===== src/rtl/ddm_pkg.sv =====
`timescale 1ns / 1ps
// ---------------------------------------------------------------------------
// ddm_pkg
// Shared types and constants of the differential drive mixer.
// ---------------------------------------------------------------------------
package ddm_pkg;

   localparam int QFRAC  = 14;
   localparam int CMDW   = 16;
   localparam int NSTEP  = QFRAC;
   localparam int ADDRW  = 4;
   localparam int DATAW  = 32;

   typedef logic [QFRAC:0]          mag_type;
   typedef logic [QFRAC+1:0]        wmag_type;
   typedef logic signed [QFRAC+2:0] wsum_type;
   typedef logic [QFRAC-1:0]        quo_type;
   typedef logic signed [CMDW-1:0]  cmd_type;

   localparam mag_type QONE          = mag_type'(1 << QFRAC);
   localparam mag_type MAX_SPEED_RST = mag_type'(13107);
   localparam mag_type BACKWARD_RST  = mag_type'(8192);

   typedef enum logic [1:0] {
      REG_MAX_SPEED  = 2'd0,
      REG_BACKWARD   = 2'd1,
      REG_ADV_INVERT = 2'd2,
      REG_TRN_INVERT = 2'd3
   } reg_addr_type;

   typedef struct packed {
      mag_type max_speed;
      mag_type backward_factor;
      logic    advance_invert;
      logic    turn_invert;
   } cfg_type;

   typedef struct packed {
      logic     norm;
      logic     left_big;
      logic     equal;
      logic     left_neg;
      logic     right_neg;
      wmag_type left_mag;
      wmag_type right_mag;
   } side_type;

   typedef struct packed {
      side_type side;
      wmag_type num;
      wmag_type den;
   } div_in_type;

endpackage


===== src/rtl/ddm_if.sv =====
`timescale 1ns / 1ps
// ---------------------------------------------------------------------------
// ddm_req_if / ddm_rsp_if
// Valid/ready channels for command items and wheel speed items.
// ---------------------------------------------------------------------------
interface ddm_req_if;
   logic                  valid;
   logic                  ready;
   logic signed [15:0]    advance_cmd;
   logic signed [15:0]    turn_cmd;

   modport source (output valid, output advance_cmd, output turn_cmd, input ready);
   modport sink   (input valid, input advance_cmd, input turn_cmd, output ready);
endinterface

interface ddm_rsp_if;
   logic                  valid;
   logic                  ready;
   logic signed [15:0]    left_speed;
   logic signed [15:0]    right_speed;

   modport source (output valid, output left_speed, output right_speed, input ready);
   modport sink   (input valid, input left_speed, input right_speed, output ready);
endinterface


===== src/rtl/ddm_csr.sv =====
`timescale 1ns / 1ps
// ---------------------------------------------------------------------------
// ddm_csr
// APB-style register file holding the speed limits and invert controls.
// ---------------------------------------------------------------------------
module ddm_csr (
   input  logic                        clock,
   input  logic                        reset,
   input  logic                        psel,
   input  logic                        penable,
   input  logic                        pwrite,
   input  logic [ddm_pkg::ADDRW-1:0]   paddr,
   input  logic [ddm_pkg::DATAW-1:0]   pwdata,
   output logic [ddm_pkg::DATAW-1:0]   prdata,
   output logic                        pready,
   output ddm_pkg::cfg_type            cfg
);

   ddm_pkg::cfg_type      cfg_ff;
   ddm_pkg::cfg_type      cfg_in;
   ddm_pkg::reg_addr_type addr;
   ddm_pkg::mag_type      wr_limit;
   logic                  wr_en;

   assign addr     = ddm_pkg::reg_addr_type'(paddr[ddm_pkg::ADDRW-1:2]);
   assign wr_en    = psel && penable && pwrite;
   assign wr_limit = (pwdata[ddm_pkg::QFRAC:0] > ddm_pkg::QONE) ?
                     ddm_pkg::QONE : pwdata[ddm_pkg::QFRAC:0];
   assign pready   = 1'b1;
   assign cfg      = cfg_ff;

   always_comb begin
      cfg_in = cfg_ff;
      if (wr_en) begin
         unique case (addr)
            ddm_pkg::REG_MAX_SPEED:  cfg_in.max_speed       = wr_limit;
            ddm_pkg::REG_BACKWARD:   cfg_in.backward_factor = wr_limit;
            ddm_pkg::REG_ADV_INVERT: cfg_in.advance_invert  = pwdata[0];
            ddm_pkg::REG_TRN_INVERT: cfg_in.turn_invert     = pwdata[0];
            default:                 cfg_in = cfg_ff;
         endcase
      end
   end

   always_comb begin
      unique case (addr)
         ddm_pkg::REG_MAX_SPEED:
            prdata = ddm_pkg::DATAW'(cfg_ff.max_speed);
         ddm_pkg::REG_BACKWARD:
            prdata = ddm_pkg::DATAW'(cfg_ff.backward_factor);
         ddm_pkg::REG_ADV_INVERT:
            prdata = ddm_pkg::DATAW'(cfg_ff.advance_invert);
         ddm_pkg::REG_TRN_INVERT:
            prdata = ddm_pkg::DATAW'(cfg_ff.turn_invert);
         default:
            prdata = '0;
      endcase
   end

   always_ff @(posedge clock) begin
      if (reset) begin
         cfg_ff.max_speed       <= ddm_pkg::MAX_SPEED_RST;
         cfg_ff.backward_factor <= ddm_pkg::BACKWARD_RST;
         cfg_ff.advance_invert  <= 1'b0;
         cfg_ff.turn_invert     <= 1'b0;
      end else begin
         cfg_ff <= cfg_in;
      end
   end

endmodule


===== src/rtl/ddm_mix.sv =====
`timescale 1ns / 1ps
// ---------------------------------------------------------------------------
// ddm_mix
// Four-stage front end: clamp and limit select, scaling multiplies, wheel
// sums, then magnitude compare that sets up the normalizing divide.
// ---------------------------------------------------------------------------
module ddm_mix (
   input  logic                    clock,
   input  logic                    reset,
   input  ddm_pkg::cfg_type        cfg,
   input  logic                    in_valid,
   output logic                    in_ready,
   input  ddm_pkg::cmd_type        advance_cmd,
   input  ddm_pkg::cmd_type        turn_cmd,
   output logic                    out_valid,
   input  logic                    out_ready,
   output ddm_pkg::div_in_type     out_data
);

   localparam int PW = 2 * (ddm_pkg::QFRAC + 1);

   function automatic ddm_pkg::mag_type clamp_mag(input ddm_pkg::cmd_type v);
      logic [ddm_pkg::CMDW:0] a;
      a = v[ddm_pkg::CMDW-1] ? ((ddm_pkg::CMDW+1)'(0) - {1'b1, v}) : {1'b0, v};
      return (a > (ddm_pkg::CMDW+1)'(ddm_pkg::QONE)) ? ddm_pkg::QONE :
             a[ddm_pkg::QFRAC:0];
   endfunction

   function automatic ddm_pkg::wsum_type to_signed(input logic neg,
                                                   input ddm_pkg::mag_type m);
      ddm_pkg::wsum_type s;
      s = ddm_pkg::wsum_type'({2'b00, m});
      return neg ? -s : s;
   endfunction

   function automatic ddm_pkg::wmag_type abs_mag(input ddm_pkg::wsum_type v);
      ddm_pkg::wsum_type t;
      t = v[ddm_pkg::QFRAC+2] ? -v : v;
      return t[ddm_pkg::QFRAC+1:0];
   endfunction

   // stage A
   logic                 a_valid_ff;
   logic                 a_adv_neg_ff, a_trn_neg_ff;
   ddm_pkg::mag_type     a_adv_mag_ff, a_trn_mag_ff, a_limit_ff;
   logic                 a_adv_neg_in, a_trn_neg_in;
   ddm_pkg::mag_type     a_adv_mag_in, a_trn_mag_in, a_limit_in;
   // stage B
   logic                 b_valid_ff;
   logic                 b_adv_neg_ff, b_trn_neg_ff;
   ddm_pkg::mag_type     b_base_ff, b_eff_ff;
   logic [PW-1:0]        b_base_prod, b_eff_prod;
   // stage C
   logic                 c_valid_ff;
   ddm_pkg::wsum_type    c_left_ff, c_right_ff;
   ddm_pkg::wsum_type    c_base, c_eff;
   // stage D
   logic                 d_valid_ff;
   ddm_pkg::div_in_type  d_data_ff, d_data_in;
   ddm_pkg::wmag_type    d_lm, d_rm;

   logic en_a, en_b, en_c, en_d;

   assign en_d     = !d_valid_ff || out_ready;
   assign en_c     = !c_valid_ff || en_d;
   assign en_b     = !b_valid_ff || en_c;
   assign en_a     = !a_valid_ff || en_b;
   assign in_ready = en_a;

   always_comb begin
      a_adv_mag_in = clamp_mag(advance_cmd);
      a_trn_mag_in = clamp_mag(turn_cmd);
      a_adv_neg_in = (advance_cmd[ddm_pkg::CMDW-1] ^ cfg.advance_invert) &&
                     (a_adv_mag_in != '0);
      a_trn_neg_in = (turn_cmd[ddm_pkg::CMDW-1] ^ cfg.turn_invert) &&
                     (a_trn_mag_in != '0);
      a_limit_in   = a_adv_neg_in ? cfg.backward_factor : cfg.max_speed;
   end

   assign b_base_prod = PW'(a_adv_mag_ff) * PW'(a_limit_ff);
   assign b_eff_prod  = PW'(a_trn_mag_ff) * PW'(a_limit_ff);

   assign c_base = to_signed(b_adv_neg_ff, b_base_ff);
   assign c_eff  = to_signed(b_trn_neg_ff, b_eff_ff);

   always_comb begin
      d_lm = abs_mag(c_left_ff);
      d_rm = abs_mag(c_right_ff);
      d_data_in.side.norm      = (d_lm > ddm_pkg::wmag_type'(ddm_pkg::QONE)) ||
                                 (d_rm > ddm_pkg::wmag_type'(ddm_pkg::QONE));
      d_data_in.side.left_big  = (d_lm >= d_rm);
      d_data_in.side.equal     = (d_lm == d_rm);
      d_data_in.side.left_neg  = c_left_ff[ddm_pkg::QFRAC+2];
      d_data_in.side.right_neg = c_right_ff[ddm_pkg::QFRAC+2];
      d_data_in.side.left_mag  = d_lm;
      d_data_in.side.right_mag = d_rm;
      d_data_in.num            = (d_lm >= d_rm) ? d_rm : d_lm;
      d_data_in.den            = (d_lm >= d_rm) ? d_lm : d_rm;
   end

   always_ff @(posedge clock) begin
      if (reset) begin
         a_valid_ff <= 1'b0;
         b_valid_ff <= 1'b0;
         c_valid_ff <= 1'b0;
         d_valid_ff <= 1'b0;
      end else begin
         if (en_a) a_valid_ff <= in_valid;
         if (en_b) b_valid_ff <= a_valid_ff;
         if (en_c) c_valid_ff <= b_valid_ff;
         if (en_d) d_valid_ff <= c_valid_ff;
      end
   end

   always_ff @(posedge clock) begin
      if (en_a) begin
         a_adv_neg_ff <= a_adv_neg_in;
         a_trn_neg_ff <= a_trn_neg_in;
         a_adv_mag_ff <= a_adv_mag_in;
         a_trn_mag_ff <= a_trn_mag_in;
         a_limit_ff   <= a_limit_in;
      end
      if (en_b) begin
         b_adv_neg_ff <= a_adv_neg_ff;
         b_trn_neg_ff <= a_trn_neg_ff;
         b_base_ff    <= b_base_prod[2*ddm_pkg::QFRAC:ddm_pkg::QFRAC];
         b_eff_ff     <= b_eff_prod[2*ddm_pkg::QFRAC:ddm_pkg::QFRAC];
      end
      if (en_c) begin
         c_left_ff  <= c_base - c_eff;
         c_right_ff <= c_base + c_eff;
      end
      if (en_d) begin
         d_data_ff <= d_data_in;
      end
   end

   assign out_valid = d_valid_ff;
   assign out_data  = d_data_ff;

endmodule


===== src/rtl/ddm_norm.sv =====
`timescale 1ns / 1ps
// ---------------------------------------------------------------------------
// ddm_norm
// Pipelined restoring divide of the smaller wheel magnitude by the larger,
// one quotient bit per stage, then the signed result register.
// ---------------------------------------------------------------------------
module ddm_norm (
   input  logic                    clock,
   input  logic                    reset,
   input  logic                    in_valid,
   output logic                    in_ready,
   input  ddm_pkg::div_in_type     in_data,
   output logic                    out_valid,
   input  logic                    out_ready,
   output ddm_pkg::cmd_type        left_speed,
   output ddm_pkg::cmd_type        right_speed
);

   localparam int NS = ddm_pkg::NSTEP;
   localparam int WW = ddm_pkg::QFRAC + 2;

   logic [NS-1:0]        valid_ff;
   logic [NS:0]          en;
   ddm_pkg::wmag_type    rem_ff  [NS];
   ddm_pkg::wmag_type    den_ff  [NS];
   ddm_pkg::quo_type     quo_ff  [NS];
   ddm_pkg::side_type    side_ff [NS];

   logic                 out_valid_ff;
   ddm_pkg::cmd_type     left_ff, right_ff;
   ddm_pkg::cmd_type     left_in, right_in;
   ddm_pkg::side_type    fs;
   ddm_pkg::mag_type     small_mag, left_mag, right_mag;

   assign en[NS]   = !out_valid_ff || out_ready;
   assign in_ready = en[0];

   for (genvar k = 0; k < NS; k++) begin : g_step
      ddm_pkg::wmag_type  rem_src, den_src;
      ddm_pkg::quo_type   quo_src;
      ddm_pkg::side_type  side_src;
      logic               valid_src;
      logic [WW:0]        r2;
      logic               ge;

      if (k == 0) begin : g_head
         assign rem_src   = in_data.num;
         assign den_src   = in_data.den;
         assign quo_src   = '0;
         assign side_src  = in_data.side;
         assign valid_src = in_valid;
      end else begin : g_body
         assign rem_src   = rem_ff[k-1];
         assign den_src   = den_ff[k-1];
         assign quo_src   = quo_ff[k-1];
         assign side_src  = side_ff[k-1];
         assign valid_src = valid_ff[k-1];
      end

      assign en[k] = !valid_ff[k] || en[k+1];
      assign r2    = {rem_src, 1'b0};
      assign ge    = (r2 >= {1'b0, den_src});

      always_ff @(posedge clock) begin
         if (reset) begin
            valid_ff[k] <= 1'b0;
         end else if (en[k]) begin
            valid_ff[k] <= valid_src;
         end
      end

      always_ff @(posedge clock) begin
         if (en[k]) begin
            rem_ff[k]  <= ge ? WW'(r2 - {1'b0, den_src}) : r2[WW-1:0];
            den_ff[k]  <= den_src;
            quo_ff[k]  <= {quo_src[ddm_pkg::QFRAC-2:0], ge};
            side_ff[k] <= side_src;
         end
      end
   end

   always_comb begin
      fs        = side_ff[NS-1];
      small_mag = fs.equal ? ddm_pkg::QONE : {1'b0, quo_ff[NS-1]};
      if (fs.norm) begin
         left_mag  = fs.left_big ? ddm_pkg::QONE : small_mag;
         right_mag = (fs.left_big && !fs.equal) ? small_mag : ddm_pkg::QONE;
      end else begin
         left_mag  = fs.left_mag[ddm_pkg::QFRAC:0];
         right_mag = fs.right_mag[ddm_pkg::QFRAC:0];
      end
      left_in  = fs.left_neg  ? -ddm_pkg::cmd_type'({1'b0, left_mag}) :
                                 ddm_pkg::cmd_type'({1'b0, left_mag});
      right_in = fs.right_neg ? -ddm_pkg::cmd_type'({1'b0, right_mag}) :
                                 ddm_pkg::cmd_type'({1'b0, right_mag});
   end

   always_ff @(posedge clock) begin
      if (reset) begin
         out_valid_ff <= 1'b0;
      end else if (en[NS]) begin
         out_valid_ff <= valid_ff[NS-1];
      end
   end

   always_ff @(posedge clock) begin
      if (en[NS]) begin
         left_ff  <= left_in;
         right_ff <= right_in;
      end
   end

   assign out_valid   = out_valid_ff;
   assign left_speed  = left_ff;
   assign right_speed = right_ff;

endmodule


===== src/rtl/differential_drive_mixer.sv =====
`timescale 1ns / 1ps
// Path: mix stages A to D, quotient steps, then the result register.
// Throughput: one item per cycle unless stalled; 14-stage quotient pipe.
// Each stage holds on its own when the next is full, so bubbles collapse.
// Reset clears all valid bits and loads the register defaults.
// ---------------------------------------------------------------------------
// differential_drive_mixer
// Arcade-style mixer of advance and turn commands into normalized wheel
// speeds, with an APB-style register port.
// ---------------------------------------------------------------------------
module differential_drive_mixer (
   input  logic                        clock,
   input  logic                        reset,
   ddm_req_if.sink                     req_ch,
   ddm_rsp_if.source                   rsp_ch,
   input  logic                        csr_psel,
   input  logic                        csr_penable,
   input  logic                        csr_pwrite,
   input  logic [ddm_pkg::ADDRW-1:0]   csr_paddr,
   input  logic [ddm_pkg::DATAW-1:0]   csr_pwdata,
   output logic [ddm_pkg::DATAW-1:0]   csr_prdata,
   output logic                        csr_pready
);

   ddm_pkg::cfg_type     cfg;
   logic                 mix_valid, mix_ready;
   ddm_pkg::div_in_type  mix_data;

   ddm_csr u_csr (
      .clock   (clock),
      .reset   (reset),
      .psel    (csr_psel),
      .penable (csr_penable),
      .pwrite  (csr_pwrite),
      .paddr   (csr_paddr),
      .pwdata  (csr_pwdata),
      .prdata  (csr_prdata),
      .pready  (csr_pready),
      .cfg     (cfg)
   );

   ddm_mix u_mix (
      .clock       (clock),
      .reset       (reset),
      .cfg         (cfg),
      .in_valid    (req_ch.valid),
      .in_ready    (req_ch.ready),
      .advance_cmd (req_ch.advance_cmd),
      .turn_cmd    (req_ch.turn_cmd),
      .out_valid   (mix_valid),
      .out_ready   (mix_ready),
      .out_data    (mix_data)
   );

   ddm_norm u_norm (
      .clock       (clock),
      .reset       (reset),
      .in_valid    (mix_valid),
      .in_ready    (mix_ready),
      .in_data     (mix_data),
      .out_valid   (rsp_ch.valid),
      .out_ready   (rsp_ch.ready),
      .left_speed  (rsp_ch.left_speed),
      .right_speed (rsp_ch.right_speed)
   );

endmodule


===== src/flat_wrapper.sv =====
// flat-port wrapper written by rule: the top's interface ports become plain ports
module differential_drive_mixer_flat 
  (clock, reset, csr_psel, csr_penable, csr_pwrite, csr_paddr, csr_pwdata, csr_prdata, csr_pready, req_ch_valid, req_ch_advance_cmd, req_ch_turn_cmd, req_ch_ready, rsp_ch_valid, rsp_ch_left_speed, rsp_ch_right_speed, rsp_ch_ready);
  ddm_req_if req_ch_i ();
  ddm_rsp_if rsp_ch_i ();
  input  logic clock;
  input  logic reset;
  input  logic csr_psel;
  input  logic csr_penable;
  input  logic csr_pwrite;
  input  logic [ddm_pkg::ADDRW-1:0] csr_paddr;
  input  logic [ddm_pkg::DATAW-1:0] csr_pwdata;
  output logic [ddm_pkg::DATAW-1:0] csr_prdata;
  output logic csr_pready;
  input wire logic [$bits(req_ch_i.valid)-1:0] req_ch_valid;
  input wire logic [$bits(req_ch_i.advance_cmd)-1:0] req_ch_advance_cmd;
  input wire logic [$bits(req_ch_i.turn_cmd)-1:0] req_ch_turn_cmd;
  output wire logic [$bits(req_ch_i.ready)-1:0] req_ch_ready;
  output wire logic [$bits(rsp_ch_i.valid)-1:0] rsp_ch_valid;
  output wire logic [$bits(rsp_ch_i.left_speed)-1:0] rsp_ch_left_speed;
  output wire logic [$bits(rsp_ch_i.right_speed)-1:0] rsp_ch_right_speed;
  input wire logic [$bits(rsp_ch_i.ready)-1:0] rsp_ch_ready;
  assign req_ch_i.valid = req_ch_valid;
  assign req_ch_i.advance_cmd = req_ch_advance_cmd;
  assign req_ch_i.turn_cmd = req_ch_turn_cmd;
  assign req_ch_ready = req_ch_i.ready;
  assign rsp_ch_valid = rsp_ch_i.valid;
  assign rsp_ch_left_speed = rsp_ch_i.left_speed;
  assign rsp_ch_right_speed = rsp_ch_i.right_speed;
  assign rsp_ch_i.ready = rsp_ch_ready;
  differential_drive_mixer u_core (.clock(clock), .reset(reset), .req_ch(req_ch_i), .rsp_ch(rsp_ch_i), .csr_psel(csr_psel), .csr_penable(csr_penable), .csr_pwrite(csr_pwrite), .csr_paddr(csr_paddr), .csr_pwdata(csr_pwdata), .csr_prdata(csr_prdata), .csr_pready(csr_pready));
endmodule

===== config.mk =====
export PLATFORM = sky130hd
export DESIGN_NAME = differential_drive_mixer_flat
export DESIGN_NICKNAME = d
export VERILOG_FILES = /design/src/rtl/ddm_pkg.sv /design/src/rtl/ddm_if.sv /design/src/rtl/ddm_csr.sv /design/src/rtl/ddm_mix.sv /design/src/rtl/ddm_norm.sv /design/src/rtl/differential_drive_mixer.sv /design/src/flat_wrapper.sv
export SDC_FILE = /design/constraint.sdc
export NUM_CORES = 2
export LEC_CHECK = 0
export BUFFER_PORTS_ARGS = -buffer_cell sky130_fd_sc_hd__buf_2
export CORE_UTILIZATION = 45
export CTS_BUF_LIST = sky130_fd_sc_hd__clkbuf_8
export CTS_CLUSTER_DIAMETER = 150
export DETAILED_ROUTE_END_ITERATION = 6
export PLACE_DENSITY = 0.67
export SLEW_MARGIN = 10
export SYNTH_ARGS = -nofsm -noshare
export SYNTH_HDL_FRONTEND = slang
export SYNTH_SLANG_ARGS = --single-unit

===== constraint.sdc =====
create_clock -name clock -period 9 [get_ports clock]
set_input_delay 1.35 -clock clock [delete_from_list [all_inputs] [get_ports clock]]
set_output_delay 1.35 -clock clock [all_outputs]
set_load 0.02 [all_outputs]

==> flow_metrics.tcl <==
set metrics [dict create \
    reg2reg_to "u_core.u_mix.b_base_ff[10]$_DFFE_PP_" \
    worstPathCellList "buf_4 -> and2_1 -> fa_1 -> inv_1 -> fa_1 -> inv_1 -> fa_1 -> fa_1 -> fa_1 -> inv_1 -> fa_1 -> inv_1 -> ha_1 -> a221oi_1 -> o211ai_1 -> a21oi_1 -> a21oi_1 -> a2111oi_0 -> o21bai_1 -> a21o_1 -> xor2_1" \
    tightest_slew_ns 1.17 \
    worst_hold_slack_ns 0.387 \
    stdcell_area_sq_um 77300 \
    reg2reg_slack_ns 1.39 \
    cts_tree "done" \
    end_kind "flop" \
    synth_seq_cells 1243 \
    clock_sink_count 1243 \
    grt-ovfl-total 0 \
    die_x_microns 398 \
    rows 144 \
    path_buf_inv 5 \
    hold_end "u_core.u_norm.side_ff[1][54]$_DFFE_PP_" \
    cts-resized-gates 0 \
    start_kind "flop" \
    fmax_mhz 131 \
    fp.coreArea_sq_um 155000 \
    htree_levels 4 \
    ios 142 \
    worstHoldStart "u_core.u_norm.side_ff[1][17]$_DFFE_PP_" \
    critPathMaxStageDelay_ns 0.96 \
    placed_area_sq_um 73200 \
    whs_path_depth 0 \
    path_common_cell "fa_1" \
    synth.top_cell.area_share 0.508 \
    slew_violations 0 \
    synth_commonest_cells "edfxtp_1, inv_1, nand2_1" \
    route.detailed.drc 15 \
    place_ws_ns 1.50 \
    peakVddDrop_mv 0.319 \
    drive_gt1_frac 0.0864 \
    synth.most_common_cell "edfxtp_1" \
    yosysWarnings 0 \
    syn_to_final_growth_pct 9.56 \
    r2r-start "u_core.u_mix.a_limit_ff[5]$_DFFE_PP_" \
    post-route-period-util 0.845 \
    cts.path.max_buffers 3 \
    die_h_microns 398 \
    r2r_cells 21 \
    rsz0062_at_grt "no" \
    setup_ws_ns 1.39 \
    clock-root-buffer "clkbuf_8" \
    tns_ns 0 \
    slowest_stage "a2111oi_0" \
    violations "design-rule violations" \
    viasPerCell 5.17 \
    grt_usage 0.173 \
    syn-instance-count 5871 \
    seq_area_sq_um 36800 \
    die_area_sq_um 158000 \
    grt_pass1_wl_microns 223000 \
    grt_max_degree 79 \
    hpwl_microns 97600 \
    totalWireLength_microns 134000 \
    dr_total_vias 42700 \
    skew_ns 0.0559 \
    fin_nets 6913 \
    grt_pass1_vias 44800 \
    insertion_delay_ns 0.90 \
    final-setup-viol-count 0 \
    synth-async-reset-ratio 0 \
    critical_path_class "reg2reg" \
    cts_setup_buffers 0 \
    hold_viol 0 \
    wire_per_inst_microns 16.2 \
    synth_edf_count 1192 \
    fillCellCount 13400 \
    cts.reportedPaths.clkPinSlew_ns 0.06 \
    power.density_nw_per_um2 395 \
    synth_ff_type "edfxtp_1" \
    ant_nets 0 \
    yosysSeqAreaShare 0.522 \
    worstPathArrival_ns 8.20 \
    yosysTopAreaCell "edfxtp_1" \
    cts_hold_buf 0 \
    cp_max_fo 20 \
    multi_input_area_sq_um 30100 \
    drt_first_pass_iters 7 \
    io_buffers 104 \
    power_leakage_nw 33.0 \
    synthTopCellsByArea "edfxtp_1, fa_1, ha_1" \
    worstSetupStartpoint "u_core.u_mix.a_limit_ff[5]$_DFFE_PP_" \
    cap_viol_max_count 0 \
    cts_buffers 199 \
    syn_avg_cell_area_sq_um 12.0 \
    gp_congestion 0.919 \
    syn_area_sq_um 70500 \
    worstPathRequired_ns 9.59 \
    drtIter0Drc 1947 \
    start_util 0.456 \
    min_path_type "reg2reg" \
    period_minus_slack_ns 7.61 \
    max-slew-margin-rel 0.215 \
    antenna_found_initial 2 \
    status "complete, but fails checks" \
    critical-path-top-delay-family "adder cells" \
    post_synth_num_cell_types 74 \
]
cell families (layout without fill, tap and decap cells):
kind of cell	count (synthesis)	in the layout	share of synthesized area
other	2	21	0.000106
muxes	148	148	0.0230
AOI/OAI and AO/OA	862	862	0.0784
DFF	1243	1243	0.522
buffers and inverters	985	1312	0.0538
xor gates and xnor gates	316	316	0.0392
and+or+nand+nor	1518	1518	0.105
adders and majority gates	797	797	0.178
sequential cells by signal, indices dropped and copies added, names as in the netlist, 16 cells and up:
signal                     cells
u_core.u_csr.cfg              32
u_core.u_mix.c_left_ff        17
u_core.u_mix.c_right_ff       16
u_core.u_mix.out_data         64
u_core.u_norm.den_ff         201
u_core.u_norm.left_speed      16
u_core.u_norm.quo_ff         105
u_core.u_norm.rem_ff         208
u_core.u_norm.right_speed     16
u_core.u_norm.side_ff        470
report_power, final:
part	switching, mW	internal, mW	total (mW)
clock network	2.29	2.45	4.74
registers	1.35	10.5	11.9
logic	7.91	5.97	13.9
worst max path at each step:
stage                                           end  slack, ns  depth (start not counted)
3_5_place_dp   u_core.u_mix.b_base_ff[10]$_DFFE_PP_       1.50                         21
2_1_floorplan                          req_ch_ready       0.36                          9
3_3_place_gp   u_core.u_mix.b_base_ff[10]$_DFFE_PP_       1.53                         21
4_1_cts        u_core.u_mix.b_base_ff[10]$_DFFE_PP_       1.48                         21
5_1_grt        u_core.u_mix.b_base_ff[10]$_DFFE_PP_       1.13                         23
6_report       u_core.u_mix.b_base_ff[10]$_DFFE_PP_       1.39                         21
metal layers:
layer | vias to the layer above | share of wire | track usage
li1 | 20600 | - | -
met5 | - | 0 | 0
met2 | 851 | 0.53 | 0.320
met4 | 0 | 0.035 | 0.0709
met1 | 20900 | 0.40 | 0.196
met3 | 315 | 0.039 | 0.0295
cell type report:
| type | instances | area share |
|---|---|---|
| antenna | 3 | 0.0000972 |
| clock buffer | 200 | 0.0356 |
| clock inverter | 174 | 0.0164 |
| inverter | 794 | 0.0386 |
| multi-input combinational | 3659 | 0.389 |
| sequential | 1243 | 0.476 |
| tap | 2044 | 0.0331 |
| timing repair buffer | 144 | 0.0106 |
cell usage in the layout (no fill, tap or decap), drive strengths merged, types with 87 or more instances in the layout:
cell and count:
edfxtp 1192, inv 857, nand2 482, ha 453, fa 344, nor2 297
and2 279, o21ai 230, clkbuf 200, a21oi 199, xnor2 178, buf 144
xor2 138, clkinv 97, nor3 87
metrics by stage:
step	std cells	utilization	total power [mW]
final	8261	0.499	30.5
after global routing	8259	0.499	32.9
after CTS	8258	0.499	30.7
after detailed placement	7884	0.473	25.8
after global placement	7884	0.473	25.3
after floorplan	5887	-	22.1
Power figures use the tool's default switching activity.
